<file path="config.mk">
export PLATFORM = sky130hd
export DESIGN_NAME = rot90_queue
export DESIGN_NICKNAME = d
export VERILOG_FILES = /design/src/sv/rot90_pkg.sv /design/src/sv/rot90_queue.sv
export SDC_FILE = /design/constraint.sdc
export NUM_CORES = 1
export LEC_CHECK = 0
export ABC_AREA = 1
export CAP_MARGIN = 30
export CORE_ASPECT_RATIO = 0.5
export CORE_MARGIN = 10
export CORE_UTILIZATION = 30
export CTS_CLUSTER_DIAMETER = 150
export DETAILED_ROUTE_END_ITERATION = 12
export DONT_BUFFER_PORTS = 1
export PLACE_DENSITY = 0.5
export REMOVE_ABC_BUFFERS = 1
export SLEW_MARGIN = 20
export SYNTH_ARGS = -nofsm -noshare
export SYNTH_HDL_FRONTEND = slang
export SYNTH_SLANG_ARGS = --single-unit
export TNS_END_PERCENT = 1
</file>
<file path="constraint.sdc">
create_clock -name clk_i -period 3.6 [get_ports clk_i]
set_clock_uncertainty 0.05 [all_clocks]
set_input_delay 0.36 -clock clk_i [delete_from_list [all_inputs] [get_ports clk_i]]
set_output_delay 0.36 -clock clk_i [all_outputs]
set_load 0.005 [all_outputs]
</file>
<file path="src/sv/rot90_pkg.sv">
package rot90_pkg;

  localparam int unsigned MAX_DIM      = 64;
  localparam int unsigned CHANNEL_BITS = 8;

  localparam int unsigned STORE_DEPTH = MAX_DIM * MAX_DIM;
  localparam int unsigned ADDR_W      = $clog2(STORE_DEPTH);
  localparam int unsigned CNT_W       = $clog2(STORE_DEPTH + 1);
  localparam int unsigned DIM_W       = $clog2(MAX_DIM + 1);
  localparam int unsigned POS_W       = $clog2(MAX_DIM);
  localparam int unsigned PIX_W       = 3 * CHANNEL_BITS;
  localparam int unsigned CFG_IDX_W   = 1;
  localparam int unsigned QUEUE_DEPTH = 2;

  // request codes
  localparam logic REQ_LOAD  = 1'b0;
  localparam logic REQ_FETCH = 1'b1;

  // configuration register indexes
  localparam logic [CFG_IDX_W-1:0] REG_WIDTH  = CFG_IDX_W'(0);
  localparam logic [CFG_IDX_W-1:0] REG_HEIGHT = CFG_IDX_W'(1);

  typedef enum logic [1:0] {
    OP_LOAD,
    OP_FETCH,
    OP_ERR
  } op_e;

  // one classified request, front to back
  typedef struct packed {
    op_e               op;
    logic [ADDR_W-1:0] addr;
    logic [PIX_W-1:0]  pix;
    logic [POS_W-1:0]  row;
    logic [POS_W-1:0]  col;
    logic              last;
  } cmd_t;

  function automatic logic [DIM_W-1:0] clamp_dim(input logic [DIM_W-1:0] v);
    logic [DIM_W-1:0] r;
    begin
      if (v == '0) begin
        r = DIM_W'(1);
      end else if (v > DIM_W'(MAX_DIM)) begin
        r = DIM_W'(MAX_DIM);
      end else begin
        r = v;
      end
      return r;
    end
  endfunction

endpackage

</file>
<file path="src/sv/rot90_queue.sv">
module rot90_queue (
  input  logic            clk_i,
  input  logic            rst_ni,
  input  logic            push_i,
  input  rot90_pkg::cmd_t cmd_i,
  input  logic            pop_i,
  output rot90_pkg::cmd_t cmd_o,
  output logic            empty_o,
  output logic            full_o
);
  import rot90_pkg::*;

  localparam int unsigned PTR_W = $clog2(QUEUE_DEPTH);
  localparam int unsigned CNT_QW = $clog2(QUEUE_DEPTH + 1);

  cmd_t               slot_q [QUEUE_DEPTH];
  logic [PTR_W-1:0]   wr_ptr_q, rd_ptr_q;
  logic [CNT_QW-1:0]  cnt_q, cnt_d;

  assign empty_o = (cnt_q == '0);
  assign full_o  = (cnt_q == CNT_QW'(QUEUE_DEPTH));
  assign cmd_o   = slot_q[rd_ptr_q];

  always_comb begin
    cnt_d = cnt_q;
    if (push_i && !pop_i) begin
      cnt_d = cnt_q + CNT_QW'(1);
    end else if (pop_i && !push_i) begin
      cnt_d = cnt_q - CNT_QW'(1);
    end
  end

  always_ff @(posedge clk_i) begin
    if (push_i) begin
      slot_q[wr_ptr_q] <= cmd_i;
    end
  end

  always_ff @(posedge clk_i or negedge rst_ni) begin
    if (!rst_ni) begin
      wr_ptr_q <= '0;
      rd_ptr_q <= '0;
      cnt_q    <= '0;
    end else begin
      if (push_i) begin
        wr_ptr_q <= (wr_ptr_q == PTR_W'(QUEUE_DEPTH - 1)) ? '0 : wr_ptr_q + PTR_W'(1);
      end
      if (pop_i) begin
        rd_ptr_q <= (rd_ptr_q == PTR_W'(QUEUE_DEPTH - 1)) ? '0 : rd_ptr_q + PTR_W'(1);
      end
      cnt_q <= cnt_d;
    end
  end

  a_no_overflow: assert property (@(posedge clk_i) disable iff (!rst_ni)
    full_o |-> !push_i || pop_i)
    else $error("queue overflow");

  a_no_underflow: assert property (@(posedge clk_i) disable iff (!rst_ni)
    pop_i |-> !empty_o)
    else $error("queue underflow");

  a_cnt_range: assert property (@(posedge clk_i) disable iff (!rst_ni)
    cnt_q <= CNT_QW'(QUEUE_DEPTH))
    else $error("queue count out of range");

endmodule

</file>
==> results of run 1 <==
-- routing by layer --
| layer | up-vias | share of wire [%] | global-route usage (%) |
|---|---|---|---|
| met3 | 6 | 8.0 | 3.94 |
| met4 | 0 | 0.98 | 2.77 |
| met2 | 39 | 59 | 14.8 |
| met5 | - | 0 | 0 |
| li1 | 720 | - | - |
| met1 | 817 | 32 | 6.96 |
-- synthesized netlist by cell type --
cell type	number	area, sq um
mux2_2	2	22.5
inv_1	7	26.3
nand3_1	1	5.00
nand4_1	1	6.26
buf_6	1	11.3
dfrtp_1	4	100
buf_12	5	100
nand2_1	5	18.8
xor2_1	2	17.5
mux2_4	49	736
xnor2_1	1	8.76
edfxtp_1	102	3060
ha_1	1	12.5
nor2_1	3	11.3
-- power breakdown --
part           leakage, nW  switching [mW]  internal (mW)
clock                0.137           0.410          0.491
combinational        0.510           0.398          0.460
sequential            1.00           0.151           1.64
-- cell type report --
cell class | instances | area share, %
multi-input combinational | 65 | 18.5
inverter | 7 | 0.628
sequential | 106 | 69.1
tap | 176 | 4.81
clock inverter | 4 | 0.601
timing repair buffer | 4 | 0.983
clock buffer | 12 | 5.38
-- cell families after synthesis --
family,after synthesis,synth area share (%)
DFF,106,76.4
muxes,51,18.3
buffers and inverters,13,3.33
adders and majority gates,1,0.302
xor gates and xnor gates,3,0.635
and+or+nand+nor,10,0.998
-- final timing paths --
| path | start | end | slack [ns] |
|---|---|---|---|
| max | rd_ptr_q$_DFFE_PN0P_ | cmd_o[1] | 1.43 |
| min | pop_i | rd_ptr_q$_DFFE_PN0P_ | 0.05 |
| max reg2reg | wr_ptr_q$_DFFE_PN0P_ | slot_q[1][38]$_DFFE_PP_ | 2.09 |
| min reg2reg | cnt_q[1]$_DFFE_PN0P_ | cnt_q[1]$_DFFE_PN0P_ | 0.47 |
| max in group asynchronous | rst_ni | rd_ptr_q$_DFFE_PN0P_ | 3.07 |
| min in group asynchronous | rst_ni | cnt_q[1]$_DFFE_PN0P_ | 0.24 |
-- per-stage QoR --
stage	std cells	setup WS (ns)	utilization, %
final	374	1.43	33.9
after global routing	374	1.32	33.9
after CTS	373	1.25	33.8
after detailed placement	356	1.64	31.6
after global placement	356	1.66	31.6
after floorplan	178	0.539	-
-- registers in the layout, summed over array words and instances, names as in the netlist --
name	count
cnt_q	2
rd_ptr_q	1
slot_q	102
wr_ptr_q	1
-- cell usage in the layout, fill, tap and decap left out, drive strengths merged --
| cell | instances |
|---|---|
| ha | 1 |
| inv | 9 |
| edfxtp | 102 |
| buf | 3 |
| xnor2 | 1 |
| xor2 | 2 |
| nand3 | 1 |
| dfrtp | 4 |
| nand4 | 1 |
| clkbuf | 12 |
| clkinv | 2 |
| nor2 | 3 |
| dlygate4sd3 | 1 |
| nand2 | 5 |
| mux2 | 51 |
==> reports/metrics.cfg, run 1 <==
[grt]
grt_pass1_vias = 1712
grtUsageTotal_pct = 7.74
grt_max_degree = 53
antenna_found_initial = 0
grt_pass1_wl_mm = 10.7
overflow = 0

[critical_path]
cp_max_fo = 27
crit_path_start_kind = register
crit_required_ns = 3.19
crit_family = flip-flops
worstPathArrival_ns = 1.76
slowest_stage = dfrtp_4
worst-path-buf-inv = 1
path_cells = buf_12, mux2_4
cpPeakStageDelay_ns = 0.75
crit_path_end_kind = output port
setup.worst_path.class = register to output port
ff2ff_path_depth = 2
crit_cells = 2

[layout]
multi_input_area_sq_um = 846
drive_above_1_share_pct = 35.9
seqCellArea_sq_mm = 0.00317
finish.instance_area_sq_mm = 0.00458
n_fill_cell = 1266
antennaDiodeCount = 0
syn_to_final_growth_pct = 10.7
finalNetCount = 249

[timing]
fin_crit_sh_pct = 60.2
fin_crit_ns = 2.17
max_clock_freq_mhz = 462
hold_violations = 0
timing.slew.headroom_pct = 53.8
fin_setup_tns_ns = 0
rsz0062_at_grt = no
worst_pin_slew_ns = 0.693
setup_violations = 0
fin_hold_ws_ns = 0.0506
slew_viol_final = 0

[clock_tree]
cts_tree = yes
htreeDepth = 3
cts_root_buf = clkbuf_16
cts_sinks = 106
hold_buffers = 1
post_cts_resized = 0
clk_pin_slew_worst_paths_ns = 0.07
post_cts_buffers = 0
insertion_delay_ns = 0.34
cts_made_buffers = 9
cts_buffer_depth = 2

[place]
port_buffers = 0
dpl_cell_area_sq_mm = 0.00428
hpwlAfterDp_mm = 5.27
routabilityCongestion = 0.661

[routing]
drtIter0Drc = 68
via_count = 1582
viasPerCell = 4.23
wirelength_mm = 7.52
postRouteAntennaNets = 0
post_drt_wl_per_cell_um = 20.1
drt-pass1-iter-count = 4
drc = 0

[pwr]
power_mw = 3.55
vdd_drop_max_v = 0.000440
p_leak_nw = 1.65
powerDensity_mw_per_mm2 = 776

[synth]
synth_seq_cells = 106
synth.avg_cell_area_sq_um = 22.5
ys_warn_count = 0
synthesis.area_sq_mm = 0.00414
seq_area_frac_synth_pct = 76.4
syn_inst = 184
yosysUniqueCellTypes = 14

[floorplanning]
num_rows = 30
ioPinCount = 108
fp.dieW_um = 186
die_h_um = 103
initial_utilization_pct = 30.6
core_area_sq_mm = 0.0135
die-area_sq_mm = 0.0192

[run]
drv_cap = 0

[hold_path]
worstHoldPathCells = 1
hp-class = primary input to register

[status]
status = completed

No activity file was read; power rests on OpenSTA's default activity.
==> run 2: changes to the inputs <==
==> constraint.sdc (replaced) <==
create_clock -name clk_i -period 2 [get_ports clk_i]
set_clock_uncertainty 0.05 [all_clocks]
set_input_delay 0.2 -clock clk_i [delete_from_list [all_inputs] [get_ports clk_i]]
set_output_delay 0.2 -clock clk_i [all_outputs]
set_load 0.005 [all_outputs]
==> run 2 against run 1 <==
Sequential share of layout area shrank 8.4 points. Global-route usage grew 0.32 points. Sequential power grew 75%. Clock power grew 120%. Cell count grew 15%. Die area is the same. Wire length grew 6.5%. Register-to-register slack lost 1.4 ns.
==> reports/metrics.cfg, run 2 (same netlist as run 1, synthesis figures left out) <==
[status]
status = completed

[routing]
viasPerCell = 4.20
post_drt_wl_per_cell_um = 18.7
drc = 0
drtIter0Drc = 85
drt-pass1-iter-count = 4
postRouteAntennaNets = 0
wirelength_mm = 8.01
via_count = 1803

[pwr]
p_leak_nw = 1.91
powerDensity_mw_per_mm2 = 1330
clkPwrFrac_pct = 28.7
p_seq_share_pct = 45.2
internal-power_mw = 5.14
switchingPower_mw = 1.79
switching_share_pct = 25.9
vdd_drop_max_v = 0.000462
p_comb_share_pct = 26.1

[grt]
grt_pass1_wl_mm = 11.4
grt_max_degree = 52
antenna_found_initial = 0
grt_busiest_layer = met2
grt_pass1_vias = 1974
use_met1_pct = 7.65
met3_usage_pct = 3.10
grtUsageTotal_pct = 8.06
use_met2_pct = 15.5
overflow = 0

[clock_tree]
hold_buffers = 54
cts_tree = yes
post_cts_resized = 0
cts_sinks = 106
post_cts_buffers = 0
htreeDepth = 3
clk_pin_slew_worst_paths_ns = 0.07
cts_buffer_depth = 2
cts_root_buf = clkbuf_16
cts_made_buffers = 9
insertion_delay_ns = 0.35

[critical_path]
setup.worst_path.class = register to output port
ff2ff_path_depth = 3
worstPathArrival_ns = 1.52
crit_path_end_kind = output port
cp_max_fo = 25
crit_required_ns = 1.75
crit_path_start_kind = register

[hold_path]
worstHoldPathCells = 2
hp-class = primary input to register

[timing]
setup_violations = 0
fin_crit_ns = 1.77
fin_crit_sh_pct = 88.5
timing.slew.headroom_pct = 73.2
max_clock_freq_mhz = 565
worst_pin_slew_ns = 0.403
fin_hold_ws_ns = 0.0523
rsz0062_at_grt = no
hold_violations = 0
slew_viol_final = 0

[layout]
final_common_cell = edfxtp_1
final_cell_mix = edfxtp_1, dlygate4sd3_1, mux2_4, clkbuf_16, inv_1
syn_to_final_growth_pct = 26.1
regMostFlops = slot_q
antennaDiodeCount = 0
n_fill_cell = 1227
drive_above_1_share_pct = 29.2
largest_reg_flops = 102
utilization_pct = 38.6
finalNonFillerCells = 429
top_regs = slot_q x102, cnt_q x2
finalNetCount = 304

[place]
port_buffers = 0
hpwlAfterDp_mm = 5.52
placed_cells = 359
routabilityCongestion = 0.667

[floorplanning]
initial_utilization_pct = 30.6
core_area_sq_mm = 0.0135
num_rows = 30
die_h_um = 103
fp.dieW_um = 186
die-area_sq_mm = 0.0192
ioPinCount = 108

[run]
drv_cap = 0

## run 2: area by class of cell
class,count,area [sq um],share of cell area [%]
Clock inverter,6,114,2.18
Timing Repair Buffer,59,616,11.8
Inverter,7,26.3,0.504
Tap cell,176,220,4.22
Multi-Input combinational cell,65,846,16.2
Clock buffer,10,229,4.39
Sequential cell,106,3170,60.7
## run 2: path summary, 6_finish.rpt
check | slack [ns] | end | start
worst max-delay path | 0.23 | cmd_o[31] | rd_ptr_q$_DFFE_PN0P_
worst min-delay path | 0.05 | cnt_q[0]$_DFFE_PN0P_ | push_i
worst max register to register | 0.65 | slot_q[1][42]$_DFFE_PP_ | wr_ptr_q$_DFFE_PN0P_
worst min register to register | 0.49 | cnt_q[1]$_DFFE_PN0P_ | cnt_q[1]$_DFFE_PN0P_
max in group asynchronous | 1.64 | rd_ptr_q$_DFFE_PN0P_ | rst_ni
min in group asynchronous | 0.07 | cnt_q[1]$_DFFE_PN0P_ | rst_ni
## run 2: per-stage QoR
step	total power [mW]	setup WS, ns	TNS (ns)	instance area, sq um
finish	6.93	0.230	0	5220
global route	7.26	0.165	0	5220
CTS	7.08	0.204	0	5220
detailed placement	4.97	0.585	0	4330
global placement	4.92	0.600	0	4330
floorplan	4.56	-1.06	-83.76	4030
## run 2: worst max-delay path, stage by stage (launching register included)
cell and delay, ns:
dfrtp_4 0.53, buf_12 0.24, mux2_2 0.38
## run 2: layer usage
metal  vias up  wire length [um]  share of wire, %
met5         -                 0                 0
met4         0                30              0.37
met3         5               412               5.1
met2        35              4710                59
met1       932              2860                36
li1        831                 -                 -
## run 2: power groups by stage
stage	sequential (mW)	clock [mW]	combinational (mW)
after floorplan	3.32	0	1.23
after global routing	3.18	2.13	1.95
final	3.13	1.99	1.81
after global placement	3.16	0	1.76
after CTS	3.14	2.04	1.90
after detailed placement	3.19	0	1.79
