### config.mk
export PLATFORM = sky130hd
export DESIGN_NAME = rot90_front
export DESIGN_NICKNAME = d
export VERILOG_FILES = /design/src/sv/rot90_pkg.sv /design/src/sv/rot90_front.sv
export SDC_FILE = /design/constraint.sdc
export NUM_CORES = 1
export LEC_CHECK = 0
export ABC_CLOCK_PERIOD_IN_PS = 4400
export BUFFER_PORTS_ARGS = -buffer_cell sky130_fd_sc_hd__buf_4
export CORE_MARGIN = 3
export CORE_UTILIZATION = 50
export DETAILED_ROUTE_END_ITERATION = 7
export PLACE_DENSITY = 0.75
export RECOVER_POWER = 50
export SLEW_MARGIN = 5
export SYNTH_ARGS = -nofsm -noshare
export SYNTH_HDL_FRONTEND = slang
export SYNTH_SLANG_ARGS = --single-unit
### constraint.sdc
create_clock -name clk_i -period 4.4 [get_ports clk_i]
set_input_delay 0.66 -clock clk_i [delete_from_list [all_inputs] [get_ports clk_i]]
set_output_delay 0.66 -clock clk_i [all_outputs]
set_load 0.02 [all_outputs]
### src/sv/rot90_pkg.sv
package rot90_pkg;

  localparam int unsigned MAX_DIM      = 64;
  localparam int unsigned CHANNEL_BITS = 8;

  localparam int unsigned STORE_DEPTH = MAX_DIM * MAX_DIM;
  localparam int unsigned ADDR_W      = $clog2(STORE_DEPTH);
  localparam int unsigned CNT_W       = $clog2(STORE_DEPTH + 1);
  localparam int unsigned DIM_W       = $clog2(MAX_DIM + 1);
  localparam int unsigned POS_W       = $clog2(MAX_DIM);
  localparam int unsigned PIX_W       = 3 * CHANNEL_BITS;
  localparam int unsigned CFG_IDX_W   = 1;
  localparam int unsigned QUEUE_DEPTH = 2;

  // request codes
  localparam logic REQ_LOAD  = 1'b0;
  localparam logic REQ_FETCH = 1'b1;

  // configuration register indexes
  localparam logic [CFG_IDX_W-1:0] REG_WIDTH  = CFG_IDX_W'(0);
  localparam logic [CFG_IDX_W-1:0] REG_HEIGHT = CFG_IDX_W'(1);

  typedef enum logic [1:0] {
    OP_LOAD,
    OP_FETCH,
    OP_ERR
  } op_e;

  // one classified request, front to back
  typedef struct packed {
    op_e               op;
    logic [ADDR_W-1:0] addr;
    logic [PIX_W-1:0]  pix;
    logic [POS_W-1:0]  row;
    logic [POS_W-1:0]  col;
    logic              last;
  } cmd_t;

  function automatic logic [DIM_W-1:0] clamp_dim(input logic [DIM_W-1:0] v);
    logic [DIM_W-1:0] r;
    begin
      if (v == '0) begin
        r = DIM_W'(1);
      end else if (v > DIM_W'(MAX_DIM)) begin
        r = DIM_W'(MAX_DIM);
      end else begin
        r = v;
      end
      return r;
    end
  endfunction

endpackage

### src/sv/rot90_front.sv
module rot90_front (
  input  logic                            clk_i,
  input  logic                            rst_ni,
  input  logic                            accept_i,
  input  logic                            req_type_i,
  input  logic [rot90_pkg::PIX_W-1:0]     pix_i,
  input  logic                            cfg_we_i,
  input  logic [rot90_pkg::CFG_IDX_W-1:0] cfg_index_i,
  input  logic [rot90_pkg::DIM_W-1:0]     cfg_data_i,
  output logic                            push_o,
  output rot90_pkg::cmd_t                 cmd_o
);
  import rot90_pkg::*;

  logic [DIM_W-1:0]  width_q, width_d;
  logic [DIM_W-1:0]  height_q, height_d;
  logic [CNT_W-1:0]  total_q, total_d;
  logic [CNT_W-1:0]  load_cnt_q, load_cnt_d;
  logic [POS_W-1:0]  row_q, row_d;
  logic [POS_W-1:0]  col_q, col_d;
  logic [POS_W-1:0]  base_q, base_d;   // width-1-row: address of column 0 in this row
  logic [ADDR_W-1:0] faddr_q, faddr_d;
  logic              is_full;
  logic              is_last;
  logic [DIM_W-1:0]  new_dim;
  logic [2*DIM_W-1:0] prod;

  assign is_full = (load_cnt_q == total_q);
  assign is_last = ({1'b0, row_q} == width_q - DIM_W'(1))
                && ({1'b0, col_q} == height_q - DIM_W'(1));
  assign new_dim = clamp_dim(cfg_data_i);

  always_comb begin
    width_d    = width_q;
    height_d   = height_q;
    prod       = {width_q, height_q} & '0;
    total_d    = total_q;
    load_cnt_d = load_cnt_q;
    row_d      = row_q;
    col_d      = col_q;
    base_d     = base_q;
    faddr_d    = faddr_q;
    push_o     = 1'b0;
    cmd_o      = '0;
    cmd_o.op   = OP_ERR;

    if (cfg_we_i) begin
      if (cfg_index_i == REG_WIDTH) begin
        width_d = new_dim;
      end else begin
        height_d = new_dim;
      end
      prod       = width_d * height_d;
      total_d    = prod[CNT_W-1:0];
      // a register write drops the image in progress
      load_cnt_d = '0;
      row_d      = '0;
      col_d      = '0;
      base_d     = POS_W'(width_d - DIM_W'(1));
      faddr_d    = ADDR_W'(width_d - DIM_W'(1));
    end else if (accept_i) begin
      push_o = 1'b1;
      if (req_type_i == REQ_LOAD) begin
        if (!is_full) begin
          cmd_o.op   = OP_LOAD;
          cmd_o.addr = load_cnt_q[ADDR_W-1:0];
          cmd_o.pix  = pix_i;
          load_cnt_d = load_cnt_q + CNT_W'(1);
        end
      end else if (is_full) begin
        cmd_o.op   = OP_FETCH;
        cmd_o.addr = faddr_q;
        cmd_o.row  = row_q;
        cmd_o.col  = col_q;
        cmd_o.last = is_last;
        if (is_last) begin
          load_cnt_d = '0;
          row_d      = '0;
          col_d      = '0;
          base_d     = POS_W'(width_q - DIM_W'(1));
          faddr_d    = ADDR_W'(width_q - DIM_W'(1));
        end else if ({1'b0, col_q} == height_q - DIM_W'(1)) begin
          col_d   = '0;
          row_d   = row_q + POS_W'(1);
          base_d  = base_q - POS_W'(1);
          faddr_d = ADDR_W'(base_q - POS_W'(1));
        end else begin
          col_d   = col_q + POS_W'(1);
          faddr_d = faddr_q + ADDR_W'(width_q);
        end
      end
    end
  end

  always_ff @(posedge clk_i or negedge rst_ni) begin
    if (!rst_ni) begin
      width_q    <= DIM_W'(MAX_DIM);
      height_q   <= DIM_W'(MAX_DIM);
      total_q    <= CNT_W'(STORE_DEPTH);
      load_cnt_q <= '0;
      row_q      <= '0;
      col_q      <= '0;
      base_q     <= POS_W'(MAX_DIM - 1);
      faddr_q    <= ADDR_W'(MAX_DIM - 1);
    end else begin
      width_q    <= width_d;
      height_q   <= height_d;
      total_q    <= total_d;
      load_cnt_q <= load_cnt_d;
      row_q      <= row_d;
      col_q      <= col_d;
      base_q     <= base_d;
      faddr_q    <= faddr_d;
    end
  end

  a_cnt_bound: assert property (@(posedge clk_i) disable iff (!rst_ni)
    load_cnt_q <= total_q)
    else $error("load count past image size");

  a_fetch_full: assert property (@(posedge clk_i) disable iff (!rst_ni)
    push_o && cmd_o.op == OP_FETCH |-> is_full)
    else $error("fetch issued before image complete");

  a_fetch_addr: assert property (@(posedge clk_i) disable iff (!rst_ni)
    is_full |-> {1'b0, faddr_q} < total_q)
    else $error("fetch address outside image");

endmodule

==> impl_metrics.prom, run 1 <==
# TYPE chip_impl_metric gauge
chip_impl_info{name="ys_top_cells_by_count",value="nor2_1 (96), dfrtp_1 (55), inv_1 (49)"} 1
chip_impl_metric{name="total_leakage_power",unit="nW"} 4.04
chip_impl_metric{name="layout.cells.non_filler",unit=""} 1087
chip_impl_info{name="critical-path-slowest-cell",value="or4_4"} 1
chip_impl_metric{name="pin_count",unit=""} 89
chip_impl_metric{name="maxSlewViolCount",unit=""} 71
chip_impl_metric{name="area_growth",unit="%"} 26.7
chip_impl_metric{name="die_height",unit="um"} 121
chip_impl_metric{name="worstPathRequired",unit="ns"} 4.63
chip_impl_metric{name="route.detailed.wl_per_inst",unit="um"} 17.0
chip_impl_metric{name="clock_path_buffers",unit=""} 2
chip_impl_metric{name="route.detailed.vias_per_inst",unit=""} 5.84
chip_impl_metric{name="power.switching",unit="W"} 0.00118
chip_impl_metric{name="place_congestion",unit=""} 0.967
chip_impl_info{name="run_status",value="finished with violations"} 1
chip_impl_info{name="synth_flop_cell",value="dfrtp_1"} 1
chip_impl_metric{name="yosys.area.top_type_share",unit="%"} 20.9
chip_impl_metric{name="tritoncts.num_buffers",unit=""} 9
chip_impl_metric{name="ys.warnings.count",unit=""} 0
chip_impl_metric{name="setup_viol",unit=""} 7
chip_impl_metric{name="vias_in_the_first_global_route",unit=""} 6148
chip_impl_metric{name="final_core_util",unit="%"} 65.5
chip_impl_metric{name="detailroute.via_count",unit=""} 6343
chip_impl_info{name="cts_tree",value="yes"} 1
chip_impl_info{name="failed_checks",value="capacitance limit, slew limit, setup timing"} 1
chip_impl_metric{name="hold_violations",unit=""} 0
chip_impl_metric{name="period_share",unit="%"} 111
chip_impl_metric{name="fmax",unit="MHz"} 205
chip_impl_info{name="criticalPathCategory",value="input pin to register"} 1
chip_impl_info{name="post-synth-top-count-cell",value="nor2_1"} 1
chip_impl_metric{name="antenna_violating_nets_post_route",unit=""} 0
chip_impl_metric{name="start_util",unit="%"} 51.7
chip_impl_metric{name="period_minus_slack",unit="ns"} 4.88
chip_impl_metric{name="io_buffer_count",unit=""} 88
chip_impl_metric{name="swShare",unit="%"} 36.0
chip_impl_metric{name="ys_types",unit=""} 64
chip_impl_info{name="critical_path.most_common_cell",value="fa_1"} 1
chip_impl_metric{name="detailedPlacementHpwl",unit="um"} 13800
chip_impl_info{name="type_of_origin_of_the_critical_path",value="input pin"} 1
chip_impl_info{name="crit_chain",value="buf_6, or4_4, o21bai_4, a22oi_2, or2_4, fa_1, fa_1, inv_2, fa_1, inv_1, fa_1, inv_2, ha_4, buf_4, a21oi_4, nor2b_2, o21a_1, or3_1, a31o_2"} 1
chip_impl_metric{name="final.setup.worst_slack",unit="ns"} -0.478
chip_impl_info{name="r2r_start",value="width_q[3]"} 1
chip_impl_metric{name="first_iter_violations",unit=""} 472
chip_impl_metric{name="part_of_the_total_power_dissipated_in_the_clock_network",unit="%"} 25.5
chip_impl_metric{name="layout-drive-gt1-share",unit="%"} 27.2
chip_impl_metric{name="cell_internal_pwr",unit="W"} 0.00210
chip_impl_metric{name="mean_syn_cell_area",unit="um2"} 8.45
chip_impl_metric{name="antenna_diode_count",unit=""} 0
chip_impl_info{name="critical_path.endpoint_type",value="register"} 1
chip_impl_metric{name="grt_util_all_layers",unit="%"} 26.0
chip_impl_info{name="min-delay-start",value="base_q[5]"} 1
chip_impl_metric{name="post_synth_inst_count",unit=""} 778
chip_impl_metric{name="finalWirelength",unit="um"} 18500
chip_impl_metric{name="syn_area",unit="um2"} 6580
chip_impl_metric{name="fin_nets",unit=""} 1016
chip_impl_info{name="min-delay-path-class",value="register to register"} 1
chip_impl_info{name="ctsRootBufferMaster",value="clkbuf_16"} 1
chip_impl_metric{name="placedCellCount",unit=""} 1061
chip_impl_metric{name="clk_latency",unit="ns"} 0.35
chip_impl_metric{name="irDropWorstVdd",unit="mV"} 0.251
chip_impl_metric{name="htreeDepth",unit=""} 3
chip_impl_metric{name="powerDensity",unit="nW/um2"} 394
chip_impl_metric{name="num-fill-cells",unit=""} 1041
chip_impl_metric{name="fp.coreArea",unit="um2"} 12700
chip_impl_metric{name="clock_pin_slew_worst_setup_and_hold_paths",unit="ns"} 0.06
chip_impl_metric{name="synth_enable_flop_cells",unit=""} 0
chip_impl_metric{name="synth.ff_latch_count",unit=""} 70
chip_impl_metric{name="floorplan.die.width",unit="um"} 121
chip_impl_metric{name="global_route_wire_length_before_repair",unit="um"} 30300
chip_impl_metric{name="synth_nets",unit=""} 884
chip_impl_metric{name="drtPass1Iterations",unit=""} 6
chip_impl_metric{name="max_cap_violations",unit=""} 1
chip_impl_metric{name="synth-async-reset-ratio",unit="%"} 100
chip_impl_metric{name="seq_total_area_yosys",unit="%"} 26.9
chip_impl_info{name="setup_repair_after_global_routing_missed_its_margin",value="true"} 1
chip_impl_info{name="critPathLaunch",value="cfg_data_i[3]"} 1
chip_impl_metric{name="critPathMaxStageDelay",unit="ns"} 0.54
chip_impl_metric{name="worst-slew-pin-transition",unit="ns"} 3.82
chip_impl_metric{name="clock_sink_count",unit=""} 70
chip_impl_metric{name="drc",unit=""} 0
chip_impl_metric{name="slew_headroom",unit="%"} -155
chip_impl_metric{name="arrival",unit="ns"} 5.11
chip_impl_metric{name="rows",unit=""} 41
chip_impl_info{name="yosysTopAreaCell",value="dfrtp_1"} 1
chip_impl_metric{name="critical_path.max_fanout",unit=""} 2
chip_impl_metric{name="grt_start_max_net_pins",unit=""} 71
chip_impl_metric{name="area_of_the_die",unit="um2"} 14600
chip_impl_metric{name="antenna_violations_before_repair",unit=""} 0
chip_impl_metric{name="post_route_skew",unit="ns"} 0.0109
chip_impl_metric{name="globalRoute.totalOverflow",unit=""} 0
chip_impl_metric{name="power.share.sequential",unit="%"} 28.3
chip_impl_info{name="ys_top_cells_by_area",value="dfrtp_1 (21%), ha_1 (8.6%), fa_1 (7.3%), dfstp_2 (6.0%), nor2_1 (5.5%)"} 1
chip_impl_metric{name="combPwrFrac",unit="%"} 46.2
-- kinds of logic after synthesis --
kind of cell | share of synthesized area [%]
flip-flops | 26.9
buffers and inverters | 5.73
multiplexers | 4.91
AND/OR/NAND/NOR | 23.8
adder cells (fa/ha/maj) | 15.9
XOR/XNOR | 6.87
AO/OA/AOI/OAI | 15.9
-- cell type report --
cell class	count	area (um2)	share of cell area (%)
Clock buffer	10	229	2.75
Inverter	49	184	2.21
Tap cell	172	215	2.58
Multi-Input combinational cell	615	4570	54.8
Timing Repair Buffer	165	1250	15.1
Sequential cell	70	1770	21.3
Clock inverter	6	110	1.32
-- metrics by stage --
step / setup TNS (ns) / total power [W] / setup WS [ns] / cell area (um2) / hold slack [ns]
2_1_floorplan: -2.94 / 0.00191 / -0.729 / 6630 / 0.364
3_3_place_gp: -4.57 / 0.00231 / -0.864 / 7810 / 0.482
3_5_place_dp: -4.77 / 0.00236 / -0.900 / 7810 / 0.493
4_1_cts: -1.89 / 0.00327 / -0.448 / 8290 / 0.483
5_1_grt: -10.10 / 0.00352 / -0.604 / 8330 / 0.529
6_report: -1.89 / 0.00329 / -0.478 / 8330 / 0.500
-- placed cells by master (no fill, tap or decap), types with 4 or more instances in the layout --
master,synthesis,routed
o211ai_1,4,4
xnor2_1,33,32
nand4_1,8,8
nand3_1,25,25
nor3_1,16,16
or3_1,10,10
a21o_1,8,8
xor2_1,16,16
a211oi_1,4,4
a31o_2,4,4
nor2_1,96,96
inv_1,49,46
nand2b_1,7,7
nor2b_1,11,8
mux2_2,10,8
clkbuf_16,0,9
ha_1,45,44
o31ai_1,7,7
buf_4,0,159
dfrtp_1,55,55
o21ai_0,35,35
o21a_1,6,6
a21oi_1,40,37
mux2i_1,21,17
nand2_1,44,44
or4_1,9,8
a22oi_1,14,13
or2_2,15,14
and2_1,5,5
dfstp_2,15,15
and3_1,44,44
fa_1,24,24
mux2i_2,0,4
-- worst max-delay path: cells and delay by family --
kind	cells	cell delay, ns
adder cells (fa/ha/maj)	5	2.12
AND/OR/NAND/NOR	4	1.16
AO/OA/AOI/OAI	5	0.81
buffers and inverters	5	0.36
-- power groups by stage --
stage / clock (W) / combinational (W) / sequential, W
final: 0.000838 / 0.00152 / 0.000929
after global routing: 0.000878 / 0.00170 / 0.000945
after CTS: 0.000842 / 0.00150 / 0.000927
after detailed placement: 0 / 0.00142 / 0.000937
after global placement: 0 / 0.00138 / 0.000928
after floorplan: 0 / 0.00102 / 0.000887
-- flip-flops by register name, indices dropped and copies added, names as in the netlist --
register    cells
row_q           6
base_q          6
width_q         7
height_q        7
load_cnt_q     13
col_q           6
faddr_q        12
total_q        13
-- worst paths after layout --
kind / endpoint / slack (ns) / cells after the start
min reg2reg: base_q[5] / 0.50 / 2
max: total_q[9] / -0.48 / 19
min: base_q[5] / 0.50 / 2
max reg2reg: total_q[9] / -0.18 / 17
max in group asynchronous: total_q[3] / 0.62 / 1
min in group asynchronous: row_q[2] / 1.64 / 1
-- layer usage --
| layer | track usage, % | wire length [um] |
|---|---|---|
| met1 | 33.2 | 7720 |
| met2 | 44.4 | 8970 |
| met3 | 4.35 | 1350 |
| met4 | 9.07 | 435 |
| met5 | 0 | 0 |
-- repair_timing --
item	in CTS	in global routing
hold buffers	0	0
gates resized for setup	11	9
pin swaps	8	9
gates cloned	0	0
setup endpoints to repair	6	7
setup buffers	10	1
(Power assumes the default switching activity.)
==> run 2, diff against run 1 <==
--- a/constraint.sdc
+++ b/constraint.sdc
@@ -3,2 +3,2 @@
 set_output_delay 0.66 -clock clk_i [all_outputs]
-set_load 0.02 [all_outputs]
+set_load 0.005 [all_outputs]
==> run 2 against run 1 <==
  * The run still ends with capacitance limit, slew limit, setup timing left
  * Sequential share of layout area increased by 0.41 points
  * Maximum frequency about the same
  * Final cell count fell by 0.55%
  * Global-route usage increased by 0.66 points
  * Utilization down 1.2 points
  * Worst setup slack improved by 0.0047 ns
  * Die area stayed put
  * Worst hold slack got worse by 0.0044 ns
  * First-iteration DRC count down 9.5%
  * Sequential cell count is the same
  * Clock skew decreased by 0.0040 ns
  * Critical path depth is 1 higher
  * Critical endpoint is now total_q[10]
  * Highest routed layer unchanged
==> impl_metrics.prom, run 2 (same netlist as run 1, synthesis figures left out) <==
# TYPE chip_impl_metric gauge
chip_impl_metric{name="area_growth",unit="%"} 24.3
chip_impl_metric{name="num-fill-cells",unit=""} 1090
chip_impl_info{name="ctsRootBufferMaster",value="clkbuf_16"} 1
chip_impl_info{name="setup_repair_after_global_routing_missed_its_margin",value="true"} 1
chip_impl_metric{name="clock_sink_count",unit=""} 70
chip_impl_metric{name="arrival",unit="ns"} 5.11
chip_impl_metric{name="slew_headroom",unit="%"} -146
chip_impl_metric{name="period_share",unit="%"} 111
chip_impl_metric{name="worst_hold_slack",unit="ns"} 0.495
chip_impl_metric{name="vias_in_the_first_global_route",unit=""} 6305
chip_impl_metric{name="hold_violations",unit=""} 0
chip_impl_metric{name="global_route_wire_length_before_repair",unit="um"} 31000
chip_impl_metric{name="period_minus_slack",unit="ns"} 4.87
chip_impl_metric{name="io_buffer_count",unit=""} 88
chip_impl_metric{name="maxSlewViolCount",unit=""} 71
chip_impl_metric{name="part_of_the_total_power_dissipated_in_the_clock_network",unit="%"} 21.9
chip_impl_metric{name="worstPathRequired",unit="ns"} 4.63
chip_impl_metric{name="powerDensity",unit="nW/um2"} 381
chip_impl_metric{name="drtPass1Iterations",unit=""} 6
chip_impl_metric{name="reg2reg_setup_slack",unit="ns"} -0.19
chip_impl_metric{name="route.detailed.wl_per_inst",unit="um"} 17.3
chip_impl_metric{name="pin_count",unit=""} 89
chip_impl_info{name="run_status",value="finished with violations"} 1
chip_impl_metric{name="worst-slew-pin-transition",unit="ns"} 3.69
chip_impl_metric{name="fp.coreArea",unit="um2"} 12700
chip_impl_metric{name="post_route_skew",unit="ns"} 0.00689
chip_impl_metric{name="final.setup.tns",unit="ns"} -1.95
chip_impl_metric{name="setup_viol",unit=""} 7
chip_impl_metric{name="route.detailed.vias_per_inst",unit=""} 5.87
chip_impl_metric{name="total_leakage_power",unit="nW"} 3.97
chip_impl_metric{name="power.share.sequential",unit="%"} 29.9
chip_impl_metric{name="die_height",unit="um"} 121
chip_impl_metric{name="rows",unit=""} 41
chip_impl_metric{name="antenna_violating_nets_post_route",unit=""} 0
chip_impl_metric{name="final_core_util",unit="%"} 64.2
chip_impl_info{name="critical_path.endpoint_type",value="register"} 1
chip_impl_metric{name="finish.instance_area",unit="um2"} 8170
chip_impl_metric{name="postPlaceCellArea",unit="um2"} 7830
chip_impl_info{name="final_common_cell",value="buf_4"} 1
chip_impl_metric{name="clock_path_buffers",unit=""} 2
chip_impl_metric{name="antenna_violations_before_repair",unit=""} 0
chip_impl_metric{name="clock_pin_slew_worst_setup_and_hold_paths",unit="ns"} 0.06
chip_impl_metric{name="grt_util_all_layers",unit="%"} 26.6
chip_impl_info{name="min-delay-path-class",value="register to register"} 1
chip_impl_metric{name="start_util",unit="%"} 51.7
chip_impl_metric{name="place_congestion",unit=""} 0.985
chip_impl_metric{name="clk_latency",unit="ns"} 0.35
chip_impl_metric{name="finalWirelength",unit="um"} 18700
chip_impl_metric{name="tritoncts.num_buffers",unit=""} 9
chip_impl_info{name="cts_tree",value="yes"} 1
chip_impl_metric{name="swShare",unit="%"} 37.9
chip_impl_metric{name="fin_nets",unit=""} 1010
chip_impl_metric{name="fmax",unit="MHz"} 205
chip_impl_info{name="type_of_origin_of_the_critical_path",value="input pin"} 1
chip_impl_info{name="reg_top3",value="load_cnt_q: 13 flops, total_q: 13 flops, faddr_q: 12 flops"} 1
chip_impl_metric{name="cell_internal_pwr",unit="W"} 0.00193
chip_impl_metric{name="htreeDepth",unit=""} 3
chip_impl_metric{name="area_of_the_die",unit="um2"} 14600
chip_impl_metric{name="critical_path.max_fanout",unit=""} 2
chip_impl_metric{name="grt_start_max_net_pins",unit=""} 71
chip_impl_metric{name="detailroute.via_count",unit=""} 6341
chip_impl_metric{name="globalRoute.totalOverflow",unit=""} 0
chip_impl_metric{name="floorplan.die.width",unit="um"} 121
chip_impl_metric{name="worst_slack_placed",unit="ns"} -0.915
chip_impl_metric{name="combPwrFrac",unit="%"} 48.2
chip_impl_metric{name="power.switching",unit="W"} 0.00118
chip_impl_metric{name="detailedPlacementHpwl",unit="um"} 14000
chip_impl_metric{name="final.setup.worst_slack",unit="ns"} -0.473
chip_impl_metric{name="layout-drive-gt1-share",unit="%"} 25.5
chip_impl_info{name="failed_checks",value="capacitance limit, slew limit, setup timing"} 1
chip_impl_metric{name="antenna_diode_count",unit=""} 0
chip_impl_metric{name="first_iter_violations",unit=""} 427
chip_impl_info{name="criticalPathCategory",value="input pin to register"} 1
chip_impl_info{name="final_cell_mix",value="buf_4 (150), nor2_1 (96), dfrtp_1 (55)"} 1
chip_impl_metric{name="drc",unit=""} 0
chip_impl_metric{name="max_cap_violations",unit=""} 1
chip_impl_metric{name="irDropWorstVdd",unit="mV"} 0.308
## run 2: worst max-delay path: stages
cell	delay (ns)
buf_6	0.09
or4_4	0.54
o21bai_4	0.16
a22oi_2	0.08
or2_4	0.24
fa_1	0.45
fa_1	0.49
inv_1	0.05
fa_1	0.47
inv_1	0.05
fa_1	0.49
inv_2	0.04
ha_4	0.22
inv_4	0.05
o21bai_4	0.06
a21oi_2	0.15
nor2b_1	0.07
o21a_1	0.19
or3_1	0.30
a31o_2	0.25
## run 2: cell type report
type                            instances  area, um2  share of cell area, %
Inverter                               49        186                   2.28
Timing Repair Buffer                  159       1190                   14.6
Clock buffer                           12        246                   3.02
Sequential cell                        70       1770                   21.7
Clock inverter                          4       22.5                  0.276
Tap cell                              172        215                   2.63
Multi-Input combinational cell        615       4540                   55.6
## run 2: repair_timing
| item | CTS | global route |
|---|---|---|
| endpoints found under the hold margin | 0 | 0 |
| hold buffers | 0 | 0 |
| gates resized for setup | 7 | 6 |
| buffers inserted | 2 | 0 |
| endpoints found under the setup margin | 6 | 7 |
| pin swaps | 6 | 7 |
## run 2: final timing paths
path,from,endpoint,depth (start not counted)
setup / recovery,cfg_data_i[3],total_q[10],20
hold reg to reg,base_q[4],base_q[4],2
max in group asynchronous,rst_ni,load_cnt_q[1],1
hold / removal,base_q[4],base_q[4],2
setup reg to reg,width_q[3],total_q[10],18
min in group asynchronous,rst_ni,row_q[2],1
## run 2: per-layer routing
layer	vias to the layer above	GRT usage [%]	wire, um
met5	-	0	0
met4	0	10.7	584
met3	38	5.19	1250
met2	253	44.2	8940
met1	3060	34.2	7920
li1	2990	-	-
## run 2: stage by stage
step                cells  power (W)
CTS                  1081    0.00308
detailed placement   1063    0.00235
global route         1081    0.00334
global placement     1063    0.00230
floorplan             778    0.00190
finish               1081    0.00311
## run 2: power groups by stage
stage          clock (W)  sequential, W  combinational, W
6_report        0.000681       0.000932           0.00150
5_1_grt         0.000710       0.000947           0.00168
4_1_cts         0.000685       0.000928           0.00147
3_5_place_dp           0       0.000938           0.00142
3_3_place_gp           0       0.000932           0.00137
2_1_floorplan          0       0.000887           0.00101
